===== src/hdl/ica_pkg.sv =====
// shared constants and the arctangent table for the imu attitude filter
package ica_pkg;

    localparam int AngleBitsDef  = 24;
    localparam int SampleBitsDef = 16;

    // accel samples are normalized to this width before the angle math
    localparam int AccW        = 24;
    localparam int CordicW     = 44;
    localparam int CordicSteps = 28;
    localparam int SqrtSteps   = 31;
    localparam int BlendSteps  = 17;
    localparam int GainW       = 16;
    localparam int CfgW        = 32;

    localparam logic [31:0] HalfTurn = 32'h8000_0000;

    localparam logic [1:0] RegAlpha    = 2'd0;
    localparam logic [1:0] RegGyro     = 2'd1;
    localparam logic [1:0] RegDeadband = 2'd2;

    localparam logic [15:0] AlphaReset    = 16'd64225;
    localparam logic [15:0] GyroReset     = 16'd911;
    localparam logic [31:0] DeadbandReset = 32'd17161;

    // atan(2^-i) in units of 2^-32 turn
    localparam logic [31:0] AtanTurn [CordicSteps] = '{
        32'd536870912, 32'd316933406, 32'd167458907, 32'd85004756, 32'd42667331,
        32'd21354465, 32'd10679838, 32'd5340245, 32'd2670163, 32'd1335087,
        32'd667544, 32'd333772, 32'd166886, 32'd83443, 32'd41722, 32'd20861,
        32'd10430, 32'd5215, 32'd2608, 32'd1304, 32'd652, 32'd326, 32'd163,
        32'd81, 32'd41, 32'd20, 32'd10, 32'd5
    };

endpackage


===== src/hdl/imu_complementary_attitude_filter.sv =====
// complementary roll, pitch and yaw filter over one raw imu sample per word
//
// input channel s_*: one word per sample, six signed axes in s_tdata and the
// mode bit in s_tuser (1 clears all three angles). result channel m_*: one word
// per input word with roll, pitch, yaw and the yaw_moved flag.
// configuration: cfg_we writes cfg_wdata to register cfg_index (0 alpha_gain,
// 1 gyro_gain, 2 deadband_sq); other indexes are ignored.
// a sample runs from acceptance to the result register in these steps: the roll
// cordic run alongside the bit-serial squares and gyro products, the square root
// digit loop with the roll blend, the pitch cordic, the bit-serial pitch blend and
// the load of the result; a clear word goes from acceptance straight to that load.
// s_tready is high only while the datapath is free, from the load of the result
// register on, so a new word is taken only after the last one has reached it; a
// new word may enter while the result waits.
// a stalled receiver holds the result register; a finished sample waits for it.
// reset (synchronous, aresetn low) zeroes all angles and restores the registers.
module imu_complementary_attitude_filter #(
    parameter int ANGLE_BITS  = ica_pkg::AngleBitsDef,
    parameter int SAMPLE_BITS = ica_pkg::SampleBitsDef
) (
    input  logic aclk,
    input  logic aresetn,
    input  logic s_tvalid,
    output logic s_tready,
    // accel_x, accel_y, accel_z, gyro_x, gyro_y, gyro_z
    input  logic [((6*SAMPLE_BITS+7)/8)*8-1:0] s_tdata,
    // mode
    input  logic s_tuser,
    output logic m_tvalid,
    input  logic m_tready,
    // roll_angle, pitch_angle, yaw_angle, yaw_moved
    output logic [((3*ANGLE_BITS+1+7)/8)*8-1:0] m_tdata,
    input  logic cfg_we,
    input  logic [1:0] cfg_index,
    input  logic [ica_pkg::CfgW-1:0] cfg_wdata
);

    localparam int SW    = SAMPLE_BITS;
    localparam int AW    = ANGLE_BITS;
    localparam int AC    = ica_pkg::AccW;
    localparam int CW    = ica_pkg::CordicW;
    localparam int GW    = ica_pkg::GainW;
    localparam int PW    = SW + GW + 1;
    localparam int SQW   = 2 * SW;
    localparam int AQW   = 2 * AC;
    localparam int VW    = 62;
    localparam int RW    = 31;
    localparam int REMW  = 35;
    localparam int BW    = AW + 18;
    localparam int SH    = 32 - AW;
    localparam int MAGW  = SQW + 2;
    localparam int CMPW  = (MAGW > ica_pkg::CfgW) ? MAGW : ica_pkg::CfgW;
    localparam int OUTW  = ((3*AW+1+7)/8)*8;
    localparam logic [32:0] Rnd = (33'd1 << SH) >> 1;
    localparam logic [4:0] CordicLast = 5'(ica_pkg::CordicSteps);
    localparam logic [4:0] SqrtLast   = 5'(ica_pkg::SqrtSteps);
    localparam logic [4:0] BlendLast  = 5'(ica_pkg::BlendSteps);

    typedef enum logic [2:0] {
        S_IDLE, S_MUL, S_SQRT, S_PITCH, S_PBLEND, S_OUT
    } state_t;

    state_t state_reg;
    logic [4:0] cnt_reg;

    logic [15:0] alpha_reg;
    logic [15:0] gain_reg;
    logic [31:0] deadband_reg;

    logic [AW-1:0] roll_reg, pitch_reg, yaw_reg, pred_reg;
    logic moved_reg;
    logic signed [AC-1:0] nx_reg;

    logic [AQW-1:0] asq_a_reg [2];
    logic [AC-1:0]  asq_b_reg [2];
    logic [AQW-1:0] asq_p_reg [2];
    logic [SQW-1:0] gsq_a_reg [3];
    logic [SW-1:0]  gsq_b_reg [3];
    logic [SQW-1:0] gsq_p_reg [3];
    logic signed [PW-1:0] gg_a_reg [3];
    logic [GW-1:0]        gg_b_reg [3];
    logic signed [PW-1:0] gg_p_reg [3];

    logic signed [CW-1:0] cx_reg, cy_reg;
    logic [31:0] cz_reg;
    logic czero_reg;

    logic [VW-1:0] sq_v_reg;
    logic [REMW-3:0] sq_rem_reg;
    logic [RW-1:0] sq_r_reg;

    logic signed [BW-1:0] bm_a_reg, bm_p_reg;
    logic [16:0] bm_b_reg;

    logic m_tvalid_reg;
    logic [OUTW-1:0] m_tdata_reg;

    // input unpacking
    logic signed [SW-1:0] in_a [3];
    logic signed [SW-1:0] in_g [3];
    logic signed [AC-1:0] in_n [3];
    logic [AC-1:0] in_nabs [3];
    logic [SW-1:0] in_gabs [3];
    logic accept;

    always_comb begin
        for (int k = 0; k < 3; k++) begin
            in_a[k] = $signed(s_tdata[k*SW +: SW]);
            in_g[k] = $signed(s_tdata[(k+3)*SW +: SW]);
            in_n[k] = AC'(in_a[k]) <<< (AC - SW);
            in_nabs[k] = in_n[k][AC-1] ? (~in_n[k] + 1'b1) : in_n[k];
            in_gabs[k] = in_g[k][SW-1] ? (~in_g[k] + 1'b1) : in_g[k];
        end
    end

    assign accept = s_tvalid && s_tready;

    // gyro steps in angle units
    logic signed [PW-1:0] gg_rnd [3];
    logic signed [PW-1:0] gg_sh [3];
    logic [AW-1:0] delta [3];

    always_comb begin
        for (int k = 0; k < 3; k++) begin
            gg_rnd[k] = gg_p_reg[k] + PW'(128);
            gg_sh[k]  = gg_rnd[k] >>> 8;
            delta[k]  = AW'(gg_sh[k]);
        end
    end

    // cordic load, step and rounding
    logic signed [CW-1:0] ld_y, ld_x, cxs, cys;
    logic ld_neg;
    logic [32:0] z_sum;
    logic [AW-1:0] c_angle;
    logic [31:0] at_step;

    always_comb begin
        if (state_reg == S_SQRT) begin
            ld_y = -(CW'(nx_reg) <<< 15);
            ld_x = CW'($signed({1'b0, sq_r_reg})) <<< 8;
        end else begin
            ld_y = CW'(in_n[1]) <<< 8;
            ld_x = CW'(in_n[2]) <<< 8;
        end
        ld_neg  = ld_x[CW-1];
        cxs     = cx_reg >>> cnt_reg;
        cys     = cy_reg >>> cnt_reg;
        at_step = ica_pkg::AtanTurn[cnt_reg];
        z_sum   = {1'b0, cz_reg} + Rnd;
        c_angle = z_sum[31:SH];
    end

    // square root digit step
    logic [REMW-1:0] rem_sh, trial;
    logic ge;
    logic [AQW:0] asq_sum;

    always_comb begin
        rem_sh  = {sq_rem_reg, sq_v_reg[VW-1:VW-2]};
        trial   = {2'b00, sq_r_reg, 2'b01};
        ge      = rem_sh >= trial;
        asq_sum = {1'b0, asq_p_reg[0]} + {1'b0, asq_p_reg[1]};
    end

    // blend correction and deadband test
    logic signed [BW-1:0] bm_rnd;
    logic [AW-1:0] corr, diff;
    logic [MAGW-1:0] mag;
    logic above;

    always_comb begin
        bm_rnd = bm_p_reg + BW'(32768);
        corr   = bm_rnd[AW+15:16];
        diff   = c_angle - pred_reg;
        mag    = MAGW'(gsq_p_reg[0]) + MAGW'(gsq_p_reg[1]) + MAGW'(gsq_p_reg[2]);
        above  = CMPW'(mag) > CMPW'(deadband_reg);
    end

    always_ff @(posedge aclk) begin
        if (!aresetn) begin
            alpha_reg    <= ica_pkg::AlphaReset;
            gain_reg     <= ica_pkg::GyroReset;
            deadband_reg <= ica_pkg::DeadbandReset;
        end else if (cfg_we) begin
            case (cfg_index)
                ica_pkg::RegAlpha:    alpha_reg    <= cfg_wdata[15:0];
                ica_pkg::RegGyro:     gain_reg     <= cfg_wdata[15:0];
                ica_pkg::RegDeadband: deadband_reg <= cfg_wdata[31:0];
                default: ;
            endcase
        end
    end

    always_ff @(posedge aclk) begin
        if (!aresetn) begin
            state_reg    <= S_IDLE;
            cnt_reg      <= '0;
            roll_reg     <= '0;
            pitch_reg    <= '0;
            yaw_reg      <= '0;
            moved_reg    <= 1'b0;
            m_tvalid_reg <= 1'b0;
        end else begin
            if (m_tvalid_reg && m_tready && state_reg != S_OUT) begin
                m_tvalid_reg <= 1'b0;
            end
            case (state_reg)
                S_IDLE: begin
                    cnt_reg <= '0;
                    if (accept && s_tuser) begin
                        roll_reg  <= '0;
                        pitch_reg <= '0;
                        yaw_reg   <= '0;
                        moved_reg <= 1'b0;
                        state_reg <= S_OUT;
                    end else if (accept) begin
                        nx_reg <= in_n[0];
                        for (int k = 0; k < 2; k++) begin
                            asq_a_reg[k] <= AQW'(in_nabs[k+1]);
                            asq_b_reg[k] <= in_nabs[k+1];
                            asq_p_reg[k] <= '0;
                        end
                        for (int k = 0; k < 3; k++) begin
                            gsq_a_reg[k] <= SQW'(in_gabs[k]);
                            gsq_b_reg[k] <= in_gabs[k];
                            gsq_p_reg[k] <= '0;
                            gg_a_reg[k]  <= PW'(in_g[k]);
                            gg_b_reg[k]  <= gain_reg;
                            gg_p_reg[k]  <= '0;
                        end
                        cx_reg    <= ld_neg ? -ld_x : ld_x;
                        cy_reg    <= ld_neg ? -ld_y : ld_y;
                        cz_reg    <= ld_neg ? ica_pkg::HalfTurn : '0;
                        czero_reg <= (ld_y == '0);
                        state_reg <= S_MUL;
                    end
                end
                S_MUL: begin
                    for (int k = 0; k < 2; k++) begin
                        if (asq_b_reg[k][0]) asq_p_reg[k] <= asq_p_reg[k] + asq_a_reg[k];
                        asq_a_reg[k] <= asq_a_reg[k] << 1;
                        asq_b_reg[k] <= asq_b_reg[k] >> 1;
                    end
                    for (int k = 0; k < 3; k++) begin
                        if (gsq_b_reg[k][0]) gsq_p_reg[k] <= gsq_p_reg[k] + gsq_a_reg[k];
                        gsq_a_reg[k] <= gsq_a_reg[k] << 1;
                        gsq_b_reg[k] <= gsq_b_reg[k] >> 1;
                        if (gg_b_reg[k][0]) gg_p_reg[k] <= gg_p_reg[k] + gg_a_reg[k];
                        gg_a_reg[k] <= gg_a_reg[k] <<< 1;
                        gg_b_reg[k] <= gg_b_reg[k] >> 1;
                    end
                    if (cnt_reg != CordicLast && !czero_reg) begin
                        if (!cy_reg[CW-1]) begin
                            cx_reg <= cx_reg + cys;
                            cy_reg <= cy_reg - cxs;
                            cz_reg <= cz_reg + at_step;
                        end else begin
                            cx_reg <= cx_reg - cys;
                            cy_reg <= cy_reg + cxs;
                            cz_reg <= cz_reg - at_step;
                        end
                    end
                    if (cnt_reg == CordicLast) begin
                        // roll from the accel is ready: start the roll blend
                        pred_reg   <= roll_reg + delta[0];
                        bm_a_reg   <= BW'($signed(c_angle - (roll_reg + delta[0])));
                        bm_b_reg   <= 17'h10000 - {1'b0, alpha_reg};
                        bm_p_reg   <= '0;
                        sq_v_reg   <= VW'({asq_sum, 14'b0});
                        sq_rem_reg <= '0;
                        sq_r_reg   <= '0;
                        cnt_reg    <= '0;
                        state_reg  <= S_SQRT;
                    end else begin
                        cnt_reg <= cnt_reg + 5'd1;
                    end
                end
                S_SQRT: begin
                    if (bm_b_reg[0]) bm_p_reg <= bm_p_reg + bm_a_reg;
                    bm_a_reg <= bm_a_reg <<< 1;
                    bm_b_reg <= bm_b_reg >> 1;
                    if (cnt_reg != SqrtLast) begin
                        cnt_reg    <= cnt_reg + 5'd1;
                        sq_v_reg   <= sq_v_reg << 2;
                        sq_rem_reg <= ge ? (REMW-2)'(rem_sh - trial) : (REMW-2)'(rem_sh);
                        sq_r_reg   <= {sq_r_reg[RW-2:0], ge};
                    end else begin
                        roll_reg  <= pred_reg + corr;
                        pred_reg  <= pitch_reg + delta[1];
                        moved_reg <= above;
                        if (above) yaw_reg <= yaw_reg + delta[2];
                        cx_reg    <= ld_neg ? -ld_x : ld_x;
                        cy_reg    <= ld_neg ? -ld_y : ld_y;
                        cz_reg    <= ld_neg ? ica_pkg::HalfTurn : '0;
                        czero_reg <= (ld_y == '0);
                        cnt_reg   <= '0;
                        state_reg <= S_PITCH;
                    end
                end
                S_PITCH: begin
                    if (cnt_reg != CordicLast && !czero_reg) begin
                        if (!cy_reg[CW-1]) begin
                            cx_reg <= cx_reg + cys;
                            cy_reg <= cy_reg - cxs;
                            cz_reg <= cz_reg + at_step;
                        end else begin
                            cx_reg <= cx_reg - cys;
                            cy_reg <= cy_reg + cxs;
                            cz_reg <= cz_reg - at_step;
                        end
                    end
                    if (cnt_reg == CordicLast) begin
                        bm_a_reg  <= BW'($signed(diff));
                        bm_b_reg  <= 17'h10000 - {1'b0, alpha_reg};
                        bm_p_reg  <= '0;
                        cnt_reg   <= '0;
                        state_reg <= S_PBLEND;
                    end else begin
                        cnt_reg <= cnt_reg + 5'd1;
                    end
                end
                S_PBLEND: begin
                    if (cnt_reg != BlendLast) begin
                        cnt_reg <= cnt_reg + 5'd1;
                        if (bm_b_reg[0]) bm_p_reg <= bm_p_reg + bm_a_reg;
                        bm_a_reg <= bm_a_reg <<< 1;
                        bm_b_reg <= bm_b_reg >> 1;
                    end else begin
                        pitch_reg <= pred_reg + corr;
                        cnt_reg   <= '0;
                        state_reg <= S_OUT;
                    end
                end
                S_OUT: begin
                    if (!m_tvalid_reg || m_tready) begin
                        m_tdata_reg  <= OUTW'({moved_reg, yaw_reg, pitch_reg, roll_reg});
                        m_tvalid_reg <= 1'b1;
                        state_reg    <= S_IDLE;
                    end
                end
                default: state_reg <= S_IDLE;
            endcase
        end
    end

    assign s_tready = (state_reg == S_IDLE);
    assign m_tvalid = m_tvalid_reg;
    assign m_tdata  = m_tdata_reg;

`ifndef ASSERT_OFF
    a_busy_after_accept: assert property (@(posedge aclk) disable iff (!aresetn)
        (s_tvalid && s_tready) |=> !s_tready)
        else $error("input taken while a word is in work");

    a_clear_zeroes: assert property (@(posedge aclk) disable iff (!aresetn)
        (s_tvalid && s_tready && s_tuser) |=>
        (state_reg == S_OUT && roll_reg == '0 && pitch_reg == '0 && yaw_reg == '0))
        else $error("clear word did not zero the angles");

    a_zero_hold: assert property (@(posedge aclk) disable iff (!aresetn)
        ((state_reg == S_MUL || state_reg == S_PITCH) && czero_reg) |=> $stable(cz_reg))
        else $error("cordic angle moved on a zero numerator");
`endif

endmodule


===== config.mk =====
export PLATFORM = sky130hd
export DESIGN_NAME = imu_complementary_attitude_filter
export DESIGN_NICKNAME = d
export VERILOG_FILES = /design/src/hdl/ica_pkg.sv /design/src/hdl/imu_complementary_attitude_filter.sv
export SDC_FILE = /design/constraint.sdc
export NUM_CORES = 2
export LEC_CHECK = 0
export BUFFER_PORTS_ARGS = -buffer_cell sky130_fd_sc_hd__buf_2
export CAP_MARGIN = 15
export CORE_ASPECT_RATIO = 0.8
export CORE_MARGIN = 4
export CORE_UTILIZATION = 50
export CTS_CLUSTER_DIAMETER = 100
export DETAILED_ROUTE_END_ITERATION = 16
export GPL_TIMING_DRIVEN = 0
export PLACE_DENSITY_LB_ADDON = 0.2
export SETUP_SLACK_MARGIN = 0.5
export SYNTH_ARGS = -nofsm -noshare
export SYNTH_HDL_FRONTEND = slang
export SYNTH_SLANG_ARGS = --single-unit

===== constraint.sdc =====
create_clock -name aclk -period 37.7 [get_ports aclk]
set_input_delay 5.655 -clock aclk [delete_from_list [all_inputs] [get_ports aclk]]
set_output_delay 5.655 -clock aclk [all_outputs]
set_load 0.05 [all_outputs]

After elaboration in Yosys (flattened, before gate mapping)
Memories as Yosys holds them, arrays and structs flattened.
Index checks and enable logic that the tools add are counted.
W data, S select, Z words.
{"block": "word_totals", "mem_bits_rw": 726, "input_bits": 136, "n_memories": 10, "latch_bits": 0, "regBits": 607, "mem_bits_ro": 1024, "elab_cells": 317}
{"block": "classes", "addsub": 40, "multipliers": 0, "div": 0, "bitwise": 31, "n_reduce_logical": 34, "n_mux": 148, "n_eq_ne": 26, "order_cmp": 3, "n_shift": 2}
{"memory": "(no name shown)", "depth": 32, "word_bits": 32, "read_ports": 1, "rd_ports_with_merged_regs": 0, "wr": 0, "line_no": "imu_complementary_attitude_filter.sv:149", "text": "at_step = ica_pkg::AtanTurn[cnt_reg];"}
{"memory": "gg_a_reg", "depth": 3, "word_bits": 33, "read_ports": 3, "rd_ports_with_merged_regs": 0, "wr": 3, "line_no": "imu_complementary_attitude_filter.sv:80", "text": "logic signed [PW-1:0] gg_a_reg [3];"}
{"memory": "gg_p_reg", "depth": 3, "word_bits": 33, "read_ports": 3, "rd_ports_with_merged_regs": 0, "wr": 3, "line_no": "imu_complementary_attitude_filter.sv:82", "text": "logic signed [PW-1:0] gg_p_reg [3];"}
{"memory": "asq_a_reg", "depth": 2, "word_bits": 48, "read_ports": 2, "rd_ports_with_merged_regs": 0, "wr": 2, "line_no": "imu_complementary_attitude_filter.sv:74", "text": "logic [AQW-1:0] asq_a_reg [2];"}
{"memory": "asq_p_reg", "depth": 2, "word_bits": 48, "read_ports": 2, "rd_ports_with_merged_regs": 0, "wr": 2, "line_no": "imu_complementary_attitude_filter.sv:76", "text": "logic [AQW-1:0] asq_p_reg [2];"}
{"memory": "gsq_a_reg", "depth": 3, "word_bits": 32, "read_ports": 3, "rd_ports_with_merged_regs": 0, "wr": 3, "line_no": "imu_complementary_attitude_filter.sv:77", "text": "logic [SQW-1:0] gsq_a_reg [3];"}
{"memory": "4 more memories"}
{"operator": "$mux W44", "count": 14}
{"operator": "$mux W32", "count": 14}
{"operator": "$mux W33", "count": 9}
{"operator": "$mux W24", "count": 11}
{"operator": "$pmux W44 S3", "count": 2}
{"operator": "$mux W42", "count": 6}
{"operator": "$mux W48", "count": 4}
{"operator": "$pmux W24 S2", "count": 4}
{"operator": "$pmux W42 S4", "count": 1}
{"operator": "$add A48 B48 Y48", "count": 3}
{"operator": "$mux W16", "count": 9}
{"operator": "$add A32 B32 Y32", "count": 4}
{"operator": "$pmux W42 S3", "count": 1}
{"operator": "$mux W62", "count": 2}
{"operator": "$pmux W62 S2", "count": 1}
{"operator": "$add A33 B33 Y33", "count": 3}
{"operator": "$add A24 B24 Y24", "count": 4}
{"operator": "$add A32 B9 Y32 const B", "count": 3}
{"operator": "$pmux W32 S3", "count": 1}
{"operator": "$add A44 B44 Y44", "count": 2}
{"operator": "$neg A44 Y44", "count": 2}
{"operator": "$sshr A44 B5 Y44", "count": 2}
{"operator": "$sub A44 B44 Y44", "count": 2}
{"operator": "$pmux W33 S2", "count": 1}
{"operator": "57 further kinds", "count": 179}

Longest topological paths before layout
{"block": "depth", "word_depth": 8, "mapped_depth": 30, "ltp_nobuf": 26}

Least setup slack after synthesis
OpenSTA, ideal clock, no wires.
{"block": "synth_path", "path_kind": "input -> register", "start": "in aresetn", "end": "mem asq_a_reg[0][10] (netlist name) (enable)", "path_buffers": 2, "slack_ns": 20.952, "t_arrival_ns": 15.932, "required_time_ns": 36.884, "cell_stages": 4, "path_cell_list": "clkbuf_1 > and4b_1 > clkbuf_1 > nand2b_1"}
{"element": "start, declared", "line_no": "imu_complementary_attitude_filter.sv:22", "text": "input logic aresetn,"}
{"element": "end, declared", "line_no": "imu_complementary_attitude_filter.sv:74"}

==> reports/metrics.yaml <==
status:
  status: "complete, no violations"
critical_path:
  cpPeakStageDelay_ns: 1.00
  slowest_stage: "clkbuf_1"
  critPathLaunchType: "primary input"
  crit_path_end_kind: "flop"
  critical_path_class: "in -> reg"
  cp_max_fo: 24
  arrival_ns: 10.68
  r2r_start: "cnt_reg[4]"
  r2r_slack_ns: 27.69
  worstPathRequired_ns: 38.20
  rr_endpoint: "cz_reg[31]"
  crit_chain: "clkbuf_1 > and3_1 > clkbuf_1 > clkbuf_1 > buf_1 > a21o_1 > buf_16"
  ff2ff_path_depth: 24
  cpMostUsedCell: "clkbuf_1"
min_path:
  min_to: "deadband_reg[19]"
  hp-class: "reg -> reg"
  hp-start: "deadband_reg[19]"
  min_path_cells: 2
power_and_ir_drop:
  peakVddDrop_mv: 0.0423
  p_switching_mw: 3.09
  power.share.clock_pct: 20.1
  sw_frac_of_total_pct: 43.7
  p_int_mw: 3.98
  total_power_mw: 7.07
  total_leakage_power_nw: 40.5
  p_comb_share_pct: 51.9
  seqPwrFrac_pct: 28.0
  p_per_area_nw_per_um2: 69.2
placed_design:
  dpl.hpwl_microns: 275000
  place_inst: 12400
  gp_congestion: 1.05
  port_buffers: 203
timing:
  rsz0062_at_grt: "false"
  setup_violations: 0
  tns_ns: 0
  hold_viol_final: 0
  relSlewSlack_pct: 9.21
  fmax_mhz: 98.3
  fin_skew_ns: 0.0389
  period_share_pct: 27.0
  worst_pin_slew_ns: 1.36
  drv_slew: 0
  period_minus_slack_ns: 10.17
detailed_routing:
  route.detailed.wl_per_inst_microns: 27.0
  viasPerCell: 6.32
  vias: 80400
  dr.pass1.iters: 9
  drc: 0
  drtIter0Drc: 9296
  totalWireLength_microns: 343000
  ant_nets: 0
global_routing:
  grt_pass1_wl_microns: 497000
  grt_pass1_vias: 74800
  antenna_found_initial: 51
  grt_max_degree: 68
  track_usage_pct: 34.9
  grt_overflow_total: 0
cts:
  cts_buffers: 142
  htreeDepth: 4
  ctsResizeCount: 0
  clk_pin_slew_ns: 0.06
  cts.sink_count: 1234
  clockBufferDepth: 3
  cts_hold_buffers: 0
  worstSkewPairLatency_ns: 0.80
  cts_tree: "done"
  root_buffer: "clkbuf_16"
  post_cts.repair.setup_buffers: 0
synthesis:
  synthCells: 9756
  ys_seq_elements: 1234
  async_reset_ff_share_pct: 0
  synth_enable_flop_cells: 1088
  netlist_area_sq_um: 92200
  synth_cell_types: 113
  syn_avg_cell_area_sq_um: 9.45
  seq_area_frac_synth_pct: 38.6
  synth_ff_type: "edfxtp_1"
  yosys_warnings: 0
finish:
  nNetsFinal: 11100
  syn2layout_area_growth_pct: 10.7
  post-route-util_pct: 55.9
  drive_above_1_share_pct: 7.27
  finalNonFillerCells: 12700
floorplanning:
  ios: 218
  fp.dieArea_sq_um: 191000
  core_sq_um: 183000
  die_h_microns: 392
  die_w_microns: 488
  std_cell_rows: 140
  start_util_pct: 50.5
flow_run:
  maxCapViolCount: 0
[kinds of logic after synthesis]
family | count (synthesis) | synth area share [%]
compound gates | 2616 | 18.3
other cells | 1 | 0.00407
buf+inv | 716 | 3.09
mux | 267 | 4.29
flops | 1234 | 38.6
xor+xnor | 804 | 7.64
fa+ha+maj | 769 | 10.9
simple gates | 3349 | 17.2
[cell usage in the layout, fill, tap and decap left out, drive strengths merged, types with 262 or more instances in the layout]
cell type	instances
a21o	311
xor2	377
o21ai	498
nor2	907
nand3	262
a21oi	739
buf	360
nand2	1061
clkbuf	429
edfxtp	1088
inv	351
ha	717
xnor2	427
[power by group through the flow]
stage | Combinational [mW] | Clock [mW] | Sequential, mW
5_1_grt | 3.97 | 1.49 | 1.99
4_1_cts | 3.58 | 1.44 | 1.97
3_3_place_gp | 3.44 | 0 | 2.09
3_5_place_dp | 3.55 | 0 | 2.00
2_1_floorplan | 2.55 | 0 | 1.98
6_report | 3.67 | 1.42 | 1.98
[synthesized netlist by cell type (261+ instances only)]
library cell / instances / area share (%)
nor2_1: 907 / 3.7
a21o_1: 311 / 2.5
xor2_1: 377 / 3.6
xnor2_1: 427 / 4.1
ha_1: 717 / 9.7
edfxtp_1: 1088 / 35
inv_1: 339 / 1.4
a21oi_1: 738 / 4.0
nand2_1: 1061 / 4.3
clkbuf_1: 262 / 1.1
nand3_1: 261 / 1.4
o21ai_0: 485 / 2.6
[how the worst max path moves through the flow]
| stage | startpoint | end | slack (ns) |
|---|---|---|---|
| final | aresetn | gsq_p_reg[0][92] | 27.53 |
| after global routing | cnt_reg[4] | cz_reg[31] | 27.62 |
| after CTS | aresetn | gsq_p_reg[0][85] | 27.70 |
| after detailed placement | aresetn | gsq_p_reg[0][92] | 26.84 |
| after global placement | aresetn | gg_a_reg[0][64] | 14.59 |
| after floorplan | aresetn | asq_a_reg[0][10] | 20.95 |
[cell type report]
| cell class | count | area (sq um) |
|---|---|---|
| diodes | 33 | 82.6 |
| well taps | 2414 | 3020 |
| clock inverters | 91 | 1000 |
| multi-input cells | 7812 | 53800 |
| repair buffers | 252 | 1910 |
| plain buffers | 371 | 1570 |
| flip-flops and latches | 1234 | 35600 |
| inverters | 345 | 1290 |
| clock buffers | 167 | 3740 |
| fillers | 16200 | 80600 |
[metal layers]
metal  GRT usage [%]  part of all wire, %  up-vias
met4            16.1                  5.4        6
met5               0                0.013        -
met3            6.45                  9.4      653
met2            51.1                   42     3966
li1                -                    -    36900
met1            50.0                   44    38900
[per-stage QoR]
| step | hold slack [ns] | cell area (sq um) | setup slack, ns |
|---|---|---|---|
| floorplan | 0.408 | 92200 | 20.95 |
| finish | 0.457 | 102000 | 27.53 |
| global route | 0.475 | 102000 | 27.62 |
| CTS | 0.457 | 102000 | 27.70 |
| global placement | 0.444 | 96300 | 14.59 |
| detailed placement | 0.449 | 97200 | 26.84 |
[critical path: cells and delay by family]
kind,cells,cell delay (ns)
AO/OA/AOI/OAI,1,0.58
buffers and inverters,5,3.77
AND/OR/NAND/NOR,1,0.58
(Power assumes the default switching activity.)
